**config.mk**
```make
export PLATFORM = sky130hd
export DESIGN_NAME = swm_cell
export DESIGN_NICKNAME = d
export VERILOG_FILES = /design/src/rtl/swm_pkg.sv /design/src/rtl/swm_cell.sv
export SDC_FILE = /design/constraint.sdc
export NUM_CORES = 1
export LEC_CHECK = 0
export ABC_AREA = 0
export BUFFER_PORTS_ARGS = -buffer_cell sky130_fd_sc_hd__buf_2
export CAP_MARGIN = 20
export CORE_MARGIN = 5
export CORE_UTILIZATION = 46
export CTS_CLUSTER_DIAMETER = 50
export DETAILED_ROUTE_END_ITERATION = 12
export GPL_TIMING_DRIVEN = 0
export PLACE_DENSITY_LB_ADDON = 0.25
export SYNTH_ARGS = -nofsm -noshare
export SYNTH_HDL_FRONTEND = slang
export SYNTH_SLANG_ARGS = --single-unit
```
**constraint.sdc**
```tcl
create_clock -name i_clk -period 6.44 [get_ports i_clk]
set_input_delay 0.644 -clock i_clk [delete_from_list [all_inputs] [get_ports i_clk]]
set_output_delay 0.644 -clock i_clk [all_outputs]
set_load 0.01 [all_outputs]
```
**src/rtl/swm_pkg.sv**
```systemverilog
// Sliding window median: shared types and constants.
// Used by swm_cell and sliding_window_median; no dependencies.
`timescale 1ns / 1ps
`default_nettype none

package swm_pkg;

    // Width and reset value of the window size register.
    localparam int CFG_BITS = 7;
    localparam logic [CFG_BITS-1:0] WINDOW_SIZE_RST = 7'd3;

    // Operation broadcast along the cell chain.
    typedef struct packed {
        logic ins;  // insert the broadcast value in order
        logic rem;  // remove the first entry not below the broadcast value
    } t_cell_ctl;

endpackage

`default_nettype wire

```
**src/rtl/swm_cell.sv**
```systemverilog
// One cell of the sorted window chain: holds a single sorted entry.
// Depends on swm_pkg (t_cell_ctl).
`timescale 1ns / 1ps
`default_nettype none

module swm_cell #(
    parameter int IDX         = 0,
    parameter int SAMPLE_BITS = 16,
    parameter int CNT_BITS    = 7
) (
    input  wire                          i_clk,
    input  swm_pkg::t_cell_ctl           i_ctl,
    input  wire        [CNT_BITS-1:0]    i_count,
    input  wire signed [SAMPLE_BITS-1:0] i_value,
    input  wire signed [SAMPLE_BITS-1:0] i_left_value,
    input  wire                          i_left_gt,
    input  wire signed [SAMPLE_BITS-1:0] i_right_value,
    output logic signed [SAMPLE_BITS-1:0] o_value,
    output logic                         o_gt
);
    import swm_pkg::*;

    logic signed [SAMPLE_BITS-1:0] r_value;
    logic signed [SAMPLE_BITS-1:0] n_value;
    logic                          w_valid;
    logic                          w_ge;

    // entries at or beyond the count are empty and sort above everything
    assign w_valid = (32'(IDX) < 32'(i_count));
    assign o_gt    = !w_valid || (r_value > i_value);
    assign w_ge    = !w_valid || (r_value >= i_value);
    assign o_value = r_value;

    always_comb begin
        n_value = r_value;
        if (i_ctl.ins) begin
            // entries above the new value move one place up
            if (i_left_gt) begin
                n_value = i_left_value;
            end else if (o_gt) begin
                n_value = i_value;
            end
        end else if (i_ctl.rem) begin
            // first entry >= value is the match; it and all above shift down
            if (w_ge) begin
                n_value = i_right_value;
            end
        end
    end

    always_ff @(posedge i_clk) begin
        r_value <= n_value;
    end

endmodule

`default_nettype wire

```
==> Flow_metrics.wiki, run 1 <==
{| class="wikitable"
! Metric !! Value
|-
| Net switching power of the design || 0.1027 mW
|-
| Peak clock frequency supported by timing || 341.0 MHz
|-
| Distinct cells, synth || 25
|-
| Routed via count || 1249
|-
| CP Max Fanout || 4
|-
| Level count of the clock H-tree || 1
|-
| Outcome || finished, final reports clean
|-
| Post-synthesis instance area || 1270 um^2
|-
| CTS root buf || clkbuf_4
|-
| Maximum vdd drop || 0.1639 mV
|-
| Fin. Hold Viols || 0
|-
| Clock Skews || 0.005036 ns
|-
| Maximum number of pins on one net before global-route repair || 17
|-
| Number of cells on the critical path || 10
|-
| Setup crit start kind || input port
|-
| All-Layer GR Usage || 0.1654
|-
| Share of layout cells above drive strength 1 || 0.3886
|-
| Placeable core area || 2710 um^2
|-
| Power Internal || 0.2109 mW
|-
| Final Wtd Congestion || 0.8211
|-
| Area of all placed cells without fillers || 1700 um^2
|-
| TritonCTS clock tree || built
|-
| Setup slack of the most critical reg-to-reg path || about 3.7 ns
|-
| Proportion of power drawn by flip-flops and latches || 0.459
|-
| Worst setup path class || input port to output pin
|-
| Buffers from clock root to sink, at most || 2
|-
| Post-Route WL || 3324 um
|-
| Arr. time, crit path || 2.29 ns
|-
| Antenna violations before repair || 0
|-
| WL/cell || between 10 and 15 um
|-
| Depth of the worst hold-timing path || 3
|-
| Data required time at the worst endpoint || 5.80 ns
|-
| RSZ-0062 raised after global routing || no
|-
| Top Ports || 76
|-
| Count of standard-cell rows || 19
|-
| Number of warnings printed during yosys synthesis || 0
|-
| Total of flip-flops plus latches after synthesis || 16
|-
| Setup TNS || 0 ns
|-
| Number of cells produced by synthesis || 135
|-
| Comb pwr share || 0.372
|-
| Setup bufs post-CTS || 0
|-
| Worst min-delay path category || input port to register
|-
| Max Slew Vio Count || 0
|-
| Number of CTS-inserted buffers || 3
|-
| Pre-Repair DR Iteration Count || 4
|-
| Final count of negative-setup-slack endpoints || 0
|-
| Fraction of the yosys area taken by sequential cells || 0.3783
|-
| Tightest Pin Transition || 0.9429 ns
|-
| Violation count after the first detailed-routing iteration || 39
|-
| Quantity of gates resized following cts || 0
|-
| First-pass GRT wire length || 5333 um
|-
| Initial core utilization || 0.4686
|-
| Headroom to the max-slew limit || 0.3714
|-
| Worst-case reg-to-reg path depth || 7
|-
| Cts-stage hold buffer count || 0
|-
| Highest-count cells in the layout ignoring fill and taps || 75 x buf_2, 22 x a21oi_1, 21 x nor2_1
|-
| Critical path's slowest cell || nor4_2
|-
| Crit-path cells || buf_2, inv_1, ha_1, nand4_2, nor4_2, o21ai_1, a31o_1, nand3_2, nand2b_1, buf_2
|-
| Nets@finish || roughly 290
|-
| DP HPWL || 2790 um
|-
| Min cycle time layout || 2.933 ns
|-
| Cell repeated most along the worst path || buf_2
|-
| Vias in the first global route || between 1000 and 1500
|-
| Mean Syn Cell Area || ~9.4 um^2
|-
| Number of flip-flops under the largest register name || 16
|-
| PD cells || 184.5 nW/um^2
|-
| Worst path buffer plus inverter count || 3
|-
| TritonCTS sink count || 16
|-
| Post-synthesis to final-layout area growth || 33.89%
|-
| Post-synth net total || 210
|-
| Insertion delay of the later-clocked pin in the worst-skew pair || roughly 0.28 ns
|-
| Post-route antenna net violation count || 0
|-
| Number of I/O port buffers || 73
|-
| Switching share of power || 0.3275
|-
| Cell family with most CP delay || simple AND/OR/NAND/NOR gates
|-
| Final Total Pwr || 0.3137 mW
|-
| CTS clk-pin slew, worst paths || approximately 0.10 ns
|-
| Overflow left after global routing || 0
|-
| Most common cell after layout, fill and taps aside || buf_2
|-
| Leakage Power || ~0.89 nW
|-
| Height of the chip || between 60 and 70 um
|-
| Detailed-route vias per instance || slightly above 5
|-
| Worst Setup End Kind || output pin
|-
| Area enclosed by the die boundary || 3912 um^2
|-
| Final critical-path share of the clock period || 0.4554
|-
| Clock power frac || 0.169
|-
| Maxcap violations || 0
|-
| Worst stage delay on the critical path || 0.36 ns
|-
| DRC || 0
|-
| Diodes inserted || 0
|-
| DP Area || approximately 1700 um^2
|-
| Horizontal extent of the die || around 63 um
|}
## per-stage QoR
step | worst slack (ns) | utilization | instances | hold WS (ns)
2_1_floorplan | 3.481 | - | 135 | 0.8696
3_3_place_gp | 2.861 | 0.6177 | 239 | 0.9591
3_5_place_dp | 3.268 | 0.6191 | 239 | 0.9699
4_1_cts | 3.503 | 0.6274 | 242 | 0.6675
5_1_grt | 3.353 | 0.6274 | 242 | 0.6825
6_report | 3.507 | 0.6274 | 242 | 0.6734
## power by group through the flow
stage	Combinational, mW	Clock [mW]	Sequential (mW)
after detailed placement	0.118	0	0.146
after global routing	0.131	0.0597	0.146
after CTS	0.119	0.0554	0.144
after global placement	0.114	0	0.146
final	0.117	0.0531	0.144
after floorplan	0.0602	0	0.154
## layout make-up
cell class | count | area, um^2
Buffer | 6 | 25.02
Clock buffer | 3 | 22.52
Fill cell | 252 | 1010
Inverter | 16 | 60.06
Multi-Input combinational cell | 97 | 708.2
Sequential cell | 16 | 480.5
Tap cell | 31 | 38.79
Timing Repair Buffer | 73 | 365.4
## final timing paths
kind | endpoint | startpoint
max | o_gt | i_value[15]
min | o_value[6]$_DFFE_PP_ | i_right_value[6]
max reg2reg | o_value[8]$_DFFE_PP_ | o_value[15]$_DFFE_PP_
min reg2reg | o_value[0]$_DFFE_PP_ | o_value[1]$_DFFE_PP_
## worst reg2reg max path, cell delays in order, from the launching register on
cell and delay, ns:
edfxtp_1 0.40, ha_1 0.33, nand4_2 0.17, nor4_2 0.36
o21ai_1 0.15, nand4_1 0.13, nand3_2 0.10, a21oi_2 0.76
## Yosys cell counts
master    number  area, um^2
or4_1          1       7.510
inv_1         16       60.06
mux2i_1       16       160.2
nand3_2        1       10.01
nor2b_1        1       6.260
edfxtp_1      16       480.5
o221ai_1       1       8.760
buf_2          2       10.01
a31o_1         1       8.760
nand3_1        1       5.000
a311oi_1       1       8.760
nand4_2        1       12.51
a21o_1         1       7.510
nor2_1        21       78.83
nor4_1         1       6.260
nand2_1        3       11.26
a21oi_1       23       115.1
a211oi_1       1       7.510
o21ai_1        1       5.000
or2b_1         1       7.510
nand4_1        3       18.77
nand2b_1       1       6.260
ha_1          16       200.2
nor4_2         1       12.51
clkbuf_1       4       15.01
## per-layer routing
layer	track usage	up-vias	routed length (um)
li1	-	635	-
met1	0.1933	561	1378
met2	0.2837	49	1655
met3	0.04317	4	256
met4	0.06897	0	34
met5	0	-	0
## logic make-up after synthesis
group / Yosys count / share of synthesized area
flops: 16 / 0.3783
simple gates: 36 / 0.1439
buf+inv: 22 / 0.06699
compound gates: 29 / 0.1271
mux: 16 / 0.1261
fa+ha+maj: 16 / 0.1576
(Power assumes the default switching activity.)
==> run 2: changes to the inputs <==
--- a/config.mk
+++ b/config.mk
@@ -5,11 +5,11 @@
 export SDC_FILE = /design/constraint.sdc
 export NUM_CORES = 1
 export LEC_CHECK = 0
-export ABC_AREA = 0
+export ABC_AREA = 1
 export BUFFER_PORTS_ARGS = -buffer_cell sky130_fd_sc_hd__buf_2
 export CAP_MARGIN = 20
 export CORE_MARGIN = 5
-export CORE_UTILIZATION = 46
+export CORE_UTILIZATION = 40
 export CTS_CLUSTER_DIAMETER = 50
 export DETAILED_ROUTE_END_ITERATION = 12
 export GPL_TIMING_DRIVEN = 0
==> constraint.sdc (replaced) <==
create_clock -name i_clk -period 2.65 [get_ports i_clk]
set_input_delay 0.265 -clock i_clk [delete_from_list [all_inputs] [get_ports i_clk]]
set_output_delay 0.265 -clock i_clk [all_outputs]
set_load 0.01 [all_outputs]
==> run 2 against run 1 <==
- clock skew down 0.0036 ns
- flip-flop and latch count did not move
- synthesized cell count is 38% higher
- largest power group unchanged
==> Flow_metrics.wiki, run 2 <==
{| class="wikitable"
! Metric !! Value
|-
| Outcome || finished, final reports clean
|-
| Antenna violations before repair || 0
|-
| Placed cell count || 307
|-
| Post-route antenna net violation count || 0
|-
| Area enclosed by the die boundary || around 4600 um^2
|-
| RSZ-0062 raised after global routing || no
|-
| Max Slew Vio Count || 0
|-
| Level count of the clock H-tree || 1
|-
| Total of flip-flops plus latches after synthesis || 16
|-
| Setup bufs post-CTS || 0
|-
| Critical path's slowest cell || edfxtp_1
|-
| Initial core utilization || 0.4070
|-
| Number of cells produced by synthesis || 186
|-
| Worst setup path class || register to register
|-
| Post-synthesis to final-layout area growth || 34.08%
|-
| Buffers from clock root to sink, at most || 2
|-
| Violation count after the first detailed-routing iteration || 63
|-
| Final Total Pwr || 0.7841 mW
|-
| Min cycle time layout || ~2.3 ns
|-
| Number of warnings printed during yosys synthesis || 0
|-
| Data required time at the worst endpoint || 2.59 ns
|-
| Placeable core area || 3311 um^2
|-
| Highest-count cells in the layout ignoring fill and taps || 76 x buf_2, 41 x nand2_1, 32 x o21ai_0, 30 x inv_1, 23 x nor2_1
|-
| Fin cells || 310
|-
| Combined flip-flop and latch cell area || 480.5 um^2
|-
| Fraction of registers with async set/reset || 0
|-
| Distinct cells, synth || 17
|-
| Number of flip-flops under the largest register name || 16
|-
| Number of I/O port buffers || 75
|-
| Most common cell after layout, fill and taps aside || buf_2
|-
| Top Ports || 76
|-
| Post-Route WL || 3626 um
|-
| Number of CTS-inserted buffers || 3
|-
| Crit Reg-Reg Startpoint || o_value[11]$_DFFE_PP_
|-
| CTS root buf || clkbuf_4
|-
| Pre-Repair DR Iteration Count || 5
|-
| Insertion delay of the later-clocked pin in the worst-skew pair || 0.28 ns
|-
| Horizontal extent of the die || between 60 and 70 um
|-
| Top cells by area in the synthesized netlist || edfxtp_1 36%, ha_1 15%, o21ai_0 12%
|-
| Core occupancy in the finished layout || 0.5457
|-
| Count of standard-cell rows || 21
|-
| TritonCTS sink count || 16
|-
| Setup TNS || 0 ns
|-
| Startpoint of the lowest-slack hold path || i_right_value[14]
|-
| Mean Syn Cell Area || between 7 and 8 um^2
|-
| Worst min-delay path category || input port to register
|-
| Clock Skews || approximately 0.0015 ns
|-
| Maxcap violations || 0
|-
| Share of layout cells above drive strength 1 || 0.3258
|-
| WL/cell || 11.70 um
|-
| Detailed-route vias per instance || 4.732
|-
| CP Max Fanout || 16
|-
| Post-synth net total || 261
|-
| Most used flip-flop cell after synthesis || edfxtp_1
|-
| DP HPWL || 2960 um
|-
| Cell family with most CP delay || simple AND/OR/NAND/NOR gates
|-
| First-pass GRT wire length || around 5600 um
|-
| Library cell with the highest instance count after synthesis || nand2_1
|-
| Crit-path cells || ha_1, nand2_1, nor2_1, nor3b_2, nand2_2, nand2_2, nand2_1, nand3_1, nand3_1, nand2_1, clkinvlp_4
|-
| Overflow left after global routing || 0
|-
| Fraction of the yosys area taken by sequential cells || 0.3565
|-
| Fin. Hold Viols || 0
|-
| Worst stage delay on the critical path || around 0.40 ns
|-
| Number of enable-type register cells in the synthesized netlist || 16
|-
| Cell repeated most along the worst path || nand2_1
|-
| Maximum number of pins on one net before global-route repair || 17
|-
| Nets@finish || about 340
|-
| Final count of negative-setup-slack endpoints || 0
|-
| DRC || 0
|-
| Final Wtd Congestion || just under 0.8
|-
| Height of the chip || 68.04 um
|-
| Setup crit start kind || register
|-
| Worst Setup End Kind || register
|-
| Fillers || about 350
|-
| PD cells || 434.0 nW/um^2
|-
| CTS clk-pin slew, worst paths || roughly 0.09 ns
|-
| Diodes inserted || 0
|-
| Post-synthesis instance area || ~1300 um^2
|-
| Headroom to the max-slew limit || 0.6823
|-
| TritonCTS clock tree || built
|-
| Leakage Power || 0.9798 nW
|-
| All-Layer GR Usage || 0.1588
|-
| Cts-stage hold buffer count || 0
|-
| Dominant cell type by area after synthesis || edfxtp_1
|-
| Most frequent cells after synthesis || 41 x nand2_1, 32 x o21ai_0, 31 x inv_1
|-
| Vias in the first global route || ~1300
|-
| Peak clock frequency supported by timing || ~430 MHz
|-
| Final critical-path share of the clock period || 0.8829
|-
| Worst path buffer plus inverter count || 1
|-
| Tightest Pin Transition || 0.4766 ns
|-
| Multi-input logic area || 730.7 um^2
|-
| Crit path from || o_value[11]$_DFFE_PP_
|-
| Fraction of post-synthesis cell area in the top cell type by area || 0.3565
|-
| Maximum vdd drop || between 0.2 and 0.3 mV
|-
| Routed via count || 1467
|-
| Arr. time, crit path || 2.28 ns
|}
## run 2: repair_timing
item                                   4_1_cts  5_1_grt
resized for setup                            0        1
endpoints found under the hold margin        0        0
setup endpoints to repair                    0       16
## run 2: worst register-to-register path, cell delays in order (launching register included)
cell and delay [ns]:
edfxtp_1 0.40, ha_1 0.31, nand2_1 0.09, nor2_1 0.16, nor3b_2 0.23, nand2_2 0.11, nand2_2 0.07, nand2_1 0.05
nand3_1 0.08, nand3_1 0.07, nand2_1 0.11, clkinvlp_4 0.32
## run 2: worst paths after layout
path,slack [ns],end,cells past startpoint
worst max-delay path,0.31,o_value[10]$_DFFE_PP_,11
worst min-delay path,0.26,o_value[14]$_DFFE_PP_,3
worst max register to register,0.31,o_value[10]$_DFFE_PP_,11
worst min register to register,1.32,o_value[14]$_DFFE_PP_,7
## run 2: layer usage
layer | vias to the layer above | track usage | wire [um] | share of wire
li1 | 770 | - | - | -
met1 | 649 | 0.2039 | 1540 | 0.42
met2 | 46 | 0.2768 | 1785 | 0.49
met3 | 2 | 0.02135 | 284 | 0.078
met4 | 0 | 0.04467 | 15 | 0.0041
met5 | - | 0 | 0 | 0
## run 2: where the power goes
part | total [mW] | internal [mW] | switching (mW)
Sequential | 0.348 | 0.329 | 0.0185
Combinational | 0.308 | 0.128 | 0.179
Clock | 0.129 | 0.0527 | 0.0761
## run 2: area by class of cell
class | count | share of cell area
Buffer | 4 | 0.009003
Tap cell | 46 | 0.03186
Multi-Input combinational cell | 134 | 0.4044
Clock buffer | 3 | 0.01247
Sequential cell | 16 | 0.2659
Timing Repair Buffer | 75 | 0.2078
Inverter | 32 | 0.06856
## run 2: logic make-up (layout without fill, tap and decap cells)
family | count (synthesis) | in the layout | synth area share
DFF | 16 | 16 | 0.3565
and+or+nand+nor | 78 | 78 | 0.2396
adders and majority gates | 16 | 16 | 0.1486
AOI/OAI and AO/OA | 40 | 40 | 0.1541
buffers and inverters | 36 | 114 | 0.1012
## run 2: through the flow
| step | setup slack, ns | instance area, um^2 | hold slack (ns) |
|---|---|---|---|
| global placement | 0.2177 | 1780 | 0.5434 |
| detailed placement | 0.1880 | 1780 | 0.5483 |
| CTS | 0.1658 | 1803 | 0.2420 |
| finish | 0.3104 | 1807 | 0.2569 |
| floorplan | 0.4691 | 1348 | 0.4562 |
| global route | 0.09020 | 1807 | 0.2561 |
==> run 3: changes to the inputs <==
--- a/config.mk
+++ b/config.mk
@@ -14,6 +14,7 @@
 export DETAILED_ROUTE_END_ITERATION = 12
 export GPL_TIMING_DRIVEN = 0
 export PLACE_DENSITY_LB_ADDON = 0.25
+export RECOVER_POWER = 25
 export SYNTH_ARGS = -nofsm -noshare
 export SYNTH_HDL_FRONTEND = slang
 export SYNTH_SLANG_ARGS = --single-unit
==> run 3 against run 2 <==
- global-route usage did not move
- combinational power fell by 1%
- cell count did not move
- largest power group unchanged
==> Flow_metrics.wiki, run 3 (synthesized netlist as in run 2, its figures left out) <==
{| class="wikitable"
! Metric !! Value
|-
| Count of standard-cell rows || 21
|-
| PD cells || 434.5 nW/um^2
|-
| Tightest Pin Transition || 0.4623 ns
|-
| Data required time at the worst endpoint || between 2 and 3 ns
|-
| Place WS || 0.1880 ns
|-
| Vias in the first global route || 1322
|-
| Routed via count || 1466
|-
| Final critical-path share of the clock period || 0.8854
|-
| Number of CTS-inserted buffers || 3
|-
| Insertion delay of the later-clocked pin in the worst-skew pair || 0.28 ns
|-
| Setup TNS || 0 ns
|-
| Worst setup path class || register to register
|-
| Worst path buffer plus inverter count || 1
|-
| CTS root buf || clkbuf_4
|-
| Initial core utilization || 0.4070
|-
| Number of flip-flops under the largest register name || 16
|-
| All-Layer GR Usage || 0.1588
|-
| Area enclosed by the die boundary || 4629 um^2
|-
| Peak clock frequency supported by timing || roughly 430 MHz
|-
| Worst-case reg-to-reg path depth || 11
|-
| WL/cell || roughly 12 um
|-
| Placeable core area || 3311 um^2
|-
| Headroom to the max-slew limit || 0.6918
|-
| Min cycle time layout || around 2.3 ns
|-
| Multi-input logic area || between 700 and 800 um^2
|-
| Most common cell after layout, fill and taps aside || buf_2
|-
| RSZ-0062 raised after global routing || no
|-
| Cell family with most CP delay || simple AND/OR/NAND/NOR gates
|-
| Fillers || 353
|-
| Level count of the clock H-tree || 1
|-
| Final Wtd Congestion || between 0.7 and 0.8
|-
| Nets@finish || 341
|-
| First-pass GRT wire length || 5609 um
|-
| Startpoint of the lowest-slack hold path || i_right_value[14]
|-
| Crit Reg-Reg Startpoint || o_value[11]$_DFFE_PP_
|-
| Antenna violations before repair || 0
|-
| Worst Setup End Kind || register
|-
| Violation count after the first detailed-routing iteration || 64
|-
| Buffers from clock root to sink, at most || 2
|-
| Depth of the worst hold-timing path || 3
|-
| TritonCTS sink count || 16
|-
| Crit-path cells || ha_1, nand2_1, nor2_1, nor3b_2, nand2_2, nand2_2, nand2_1, nand3_1, nand3_1, nand2_1, clkinvlp_4
|-
| Maximum vdd drop || 0.2787 mV
|-
| Max Slew Vio Count || 0
|-
| Pre-Repair DR Iteration Count || 4
|-
| Number of I/O port buffers || 75
|-
| Worst stage delay on the critical path || 0.40 ns
|-
| Diodes inserted || 0
|-
| Setup crit start kind || register
|-
| Horizontal extent of the die || 68.04 um
|-
| DP HPWL || between 2000 and 3000 um
|-
| Setup slack of the most critical reg-to-reg path || 0.30 ns
|-
| Combined flip-flop and latch cell area || 480.5 um^2
|-
| Fin. Hold Viols || 0
|-
| Critical path's slowest cell || edfxtp_1
|-
| Share of layout cells above drive strength 1 || 0.2992
|-
| Outcome || finished, final reports clean
|-
| Highest-count cells in the layout ignoring fill and taps || 69 x buf_2, 41 x nand2_1, 32 x o21ai_0, 30 x inv_1, 23 x nor2_1
|-
| Height of the chip || slightly below 70 um
|-
| Maxcap violations || 0
|-
| Clock Skews || 0.001279 ns
|-
| Leakage Power || between 0.9 and 1 nW
|-
| CTS clk-pin slew, worst paths || 0.09 ns
|-
| FF-to-FF End || o_value[10]$_DFFE_PP_
|-
| Maximum number of pins on one net before global-route repair || 17
|-
| Cell repeated most along the worst path || nand2_1
|-
| CP Max Fanout || 16
|-
| Arr. time, crit path || 2.29 ns
|-
| Overflow left after global routing || 0
|-
| End point of the worst hold path || o_value[14]$_DFFE_PP_
|-
| Detailed-route vias per instance || ~4.7
|-
| DRC || 0
|-
| Top Ports || 76
|-
| Post-Route WL || 3612 um
|-
| Worst min-delay path category || input port to register
|-
| Cts-stage hold buffer count || 0
|-
| Least setup slack across all paths after layout || 0.3036 ns
|-
| Final count of negative-setup-slack endpoints || 0
|-
| TritonCTS clock tree || built
|-
| Post-synthesis to final-layout area growth || 33.43%
|-
| Post-route antenna net violation count || 0
|}
[run 3: changes by cell type in the layout (fill, tap and decap cells not counted)]
cell      delta
buf_2        -7
clkbuf_1     +7
[run 3: power by group]
part	internal (mW)	switching (mW)
Clock	0.0527	0.0762
Combinational	0.125	0.179
Sequential	0.329	0.0189
Total	0.507	0.275
[run 3: how the worst max path moves through the flow]
stage,start,to,cells after the start
detailed placement,o_value[11]$_DFFE_PP_,o_value[11]$_DFFE_PP_,12
global route,o_value[11]$_DFFE_PP_,o_value[11]$_DFFE_PP_,11
global placement,i_value[11],o_value[10]$_DFFE_PP_,14
CTS,o_value[11]$_DFFE_PP_,o_value[11]$_DFFE_PP_,12
finish,o_value[11]$_DFFE_PP_,o_value[10]$_DFFE_PP_,11
floorplan,o_value[11]$_DFFE_PP_,o_value[0]$_DFFE_PP_,12
[run 3: tightest hold or removal path, stage by stage]
cell	delay, ns
buf_2	0.07
nand2_1	0.04
o21ai_0	0.05
[run 3: metal layers]
layer	wire, um	GRT usage	up-vias
met1	1531	0.2039	649
met2	1793	0.2768	45
met3	273	0.02135	2
li1	-	-	770
met4	14	0.04467	0
met5	0	0	-
[run 3: cell type report]
class                           instances  area share
Multi-Input combinational cell        134      0.4064
Sequential cell                        16      0.2672
Timing Repair Buffer                   75      0.2039
Inverter                               32     0.06889
Tap cell                               46     0.03201
Clock buffer                            3     0.01253
Buffer                                  4    0.009047
[run 3: timing repair]
item,CTS,global route
buffers inserted,0,0
setup endpoints to repair,0,16
gates resized for setup,0,1
[run 3: through the flow]
stage | cells | instance area, um^2 | hold slack (ns) | total power [mW] | utilization
detailed placement | 307 | 1780 | 0.5483 | 0.6627 | 0.5378
global route | 310 | 1798 | 0.2561 | 0.8469 | 0.5431
global placement | 307 | 1780 | 0.5434 | 0.6577 | 0.5378
finish | 310 | 1798 | 0.2568 | 0.7813 | 0.5431
floorplan | 186 | 1348 | 0.4562 | 0.5348 | -
CTS | 310 | 1803 | 0.2420 | 0.7937 | 0.5446
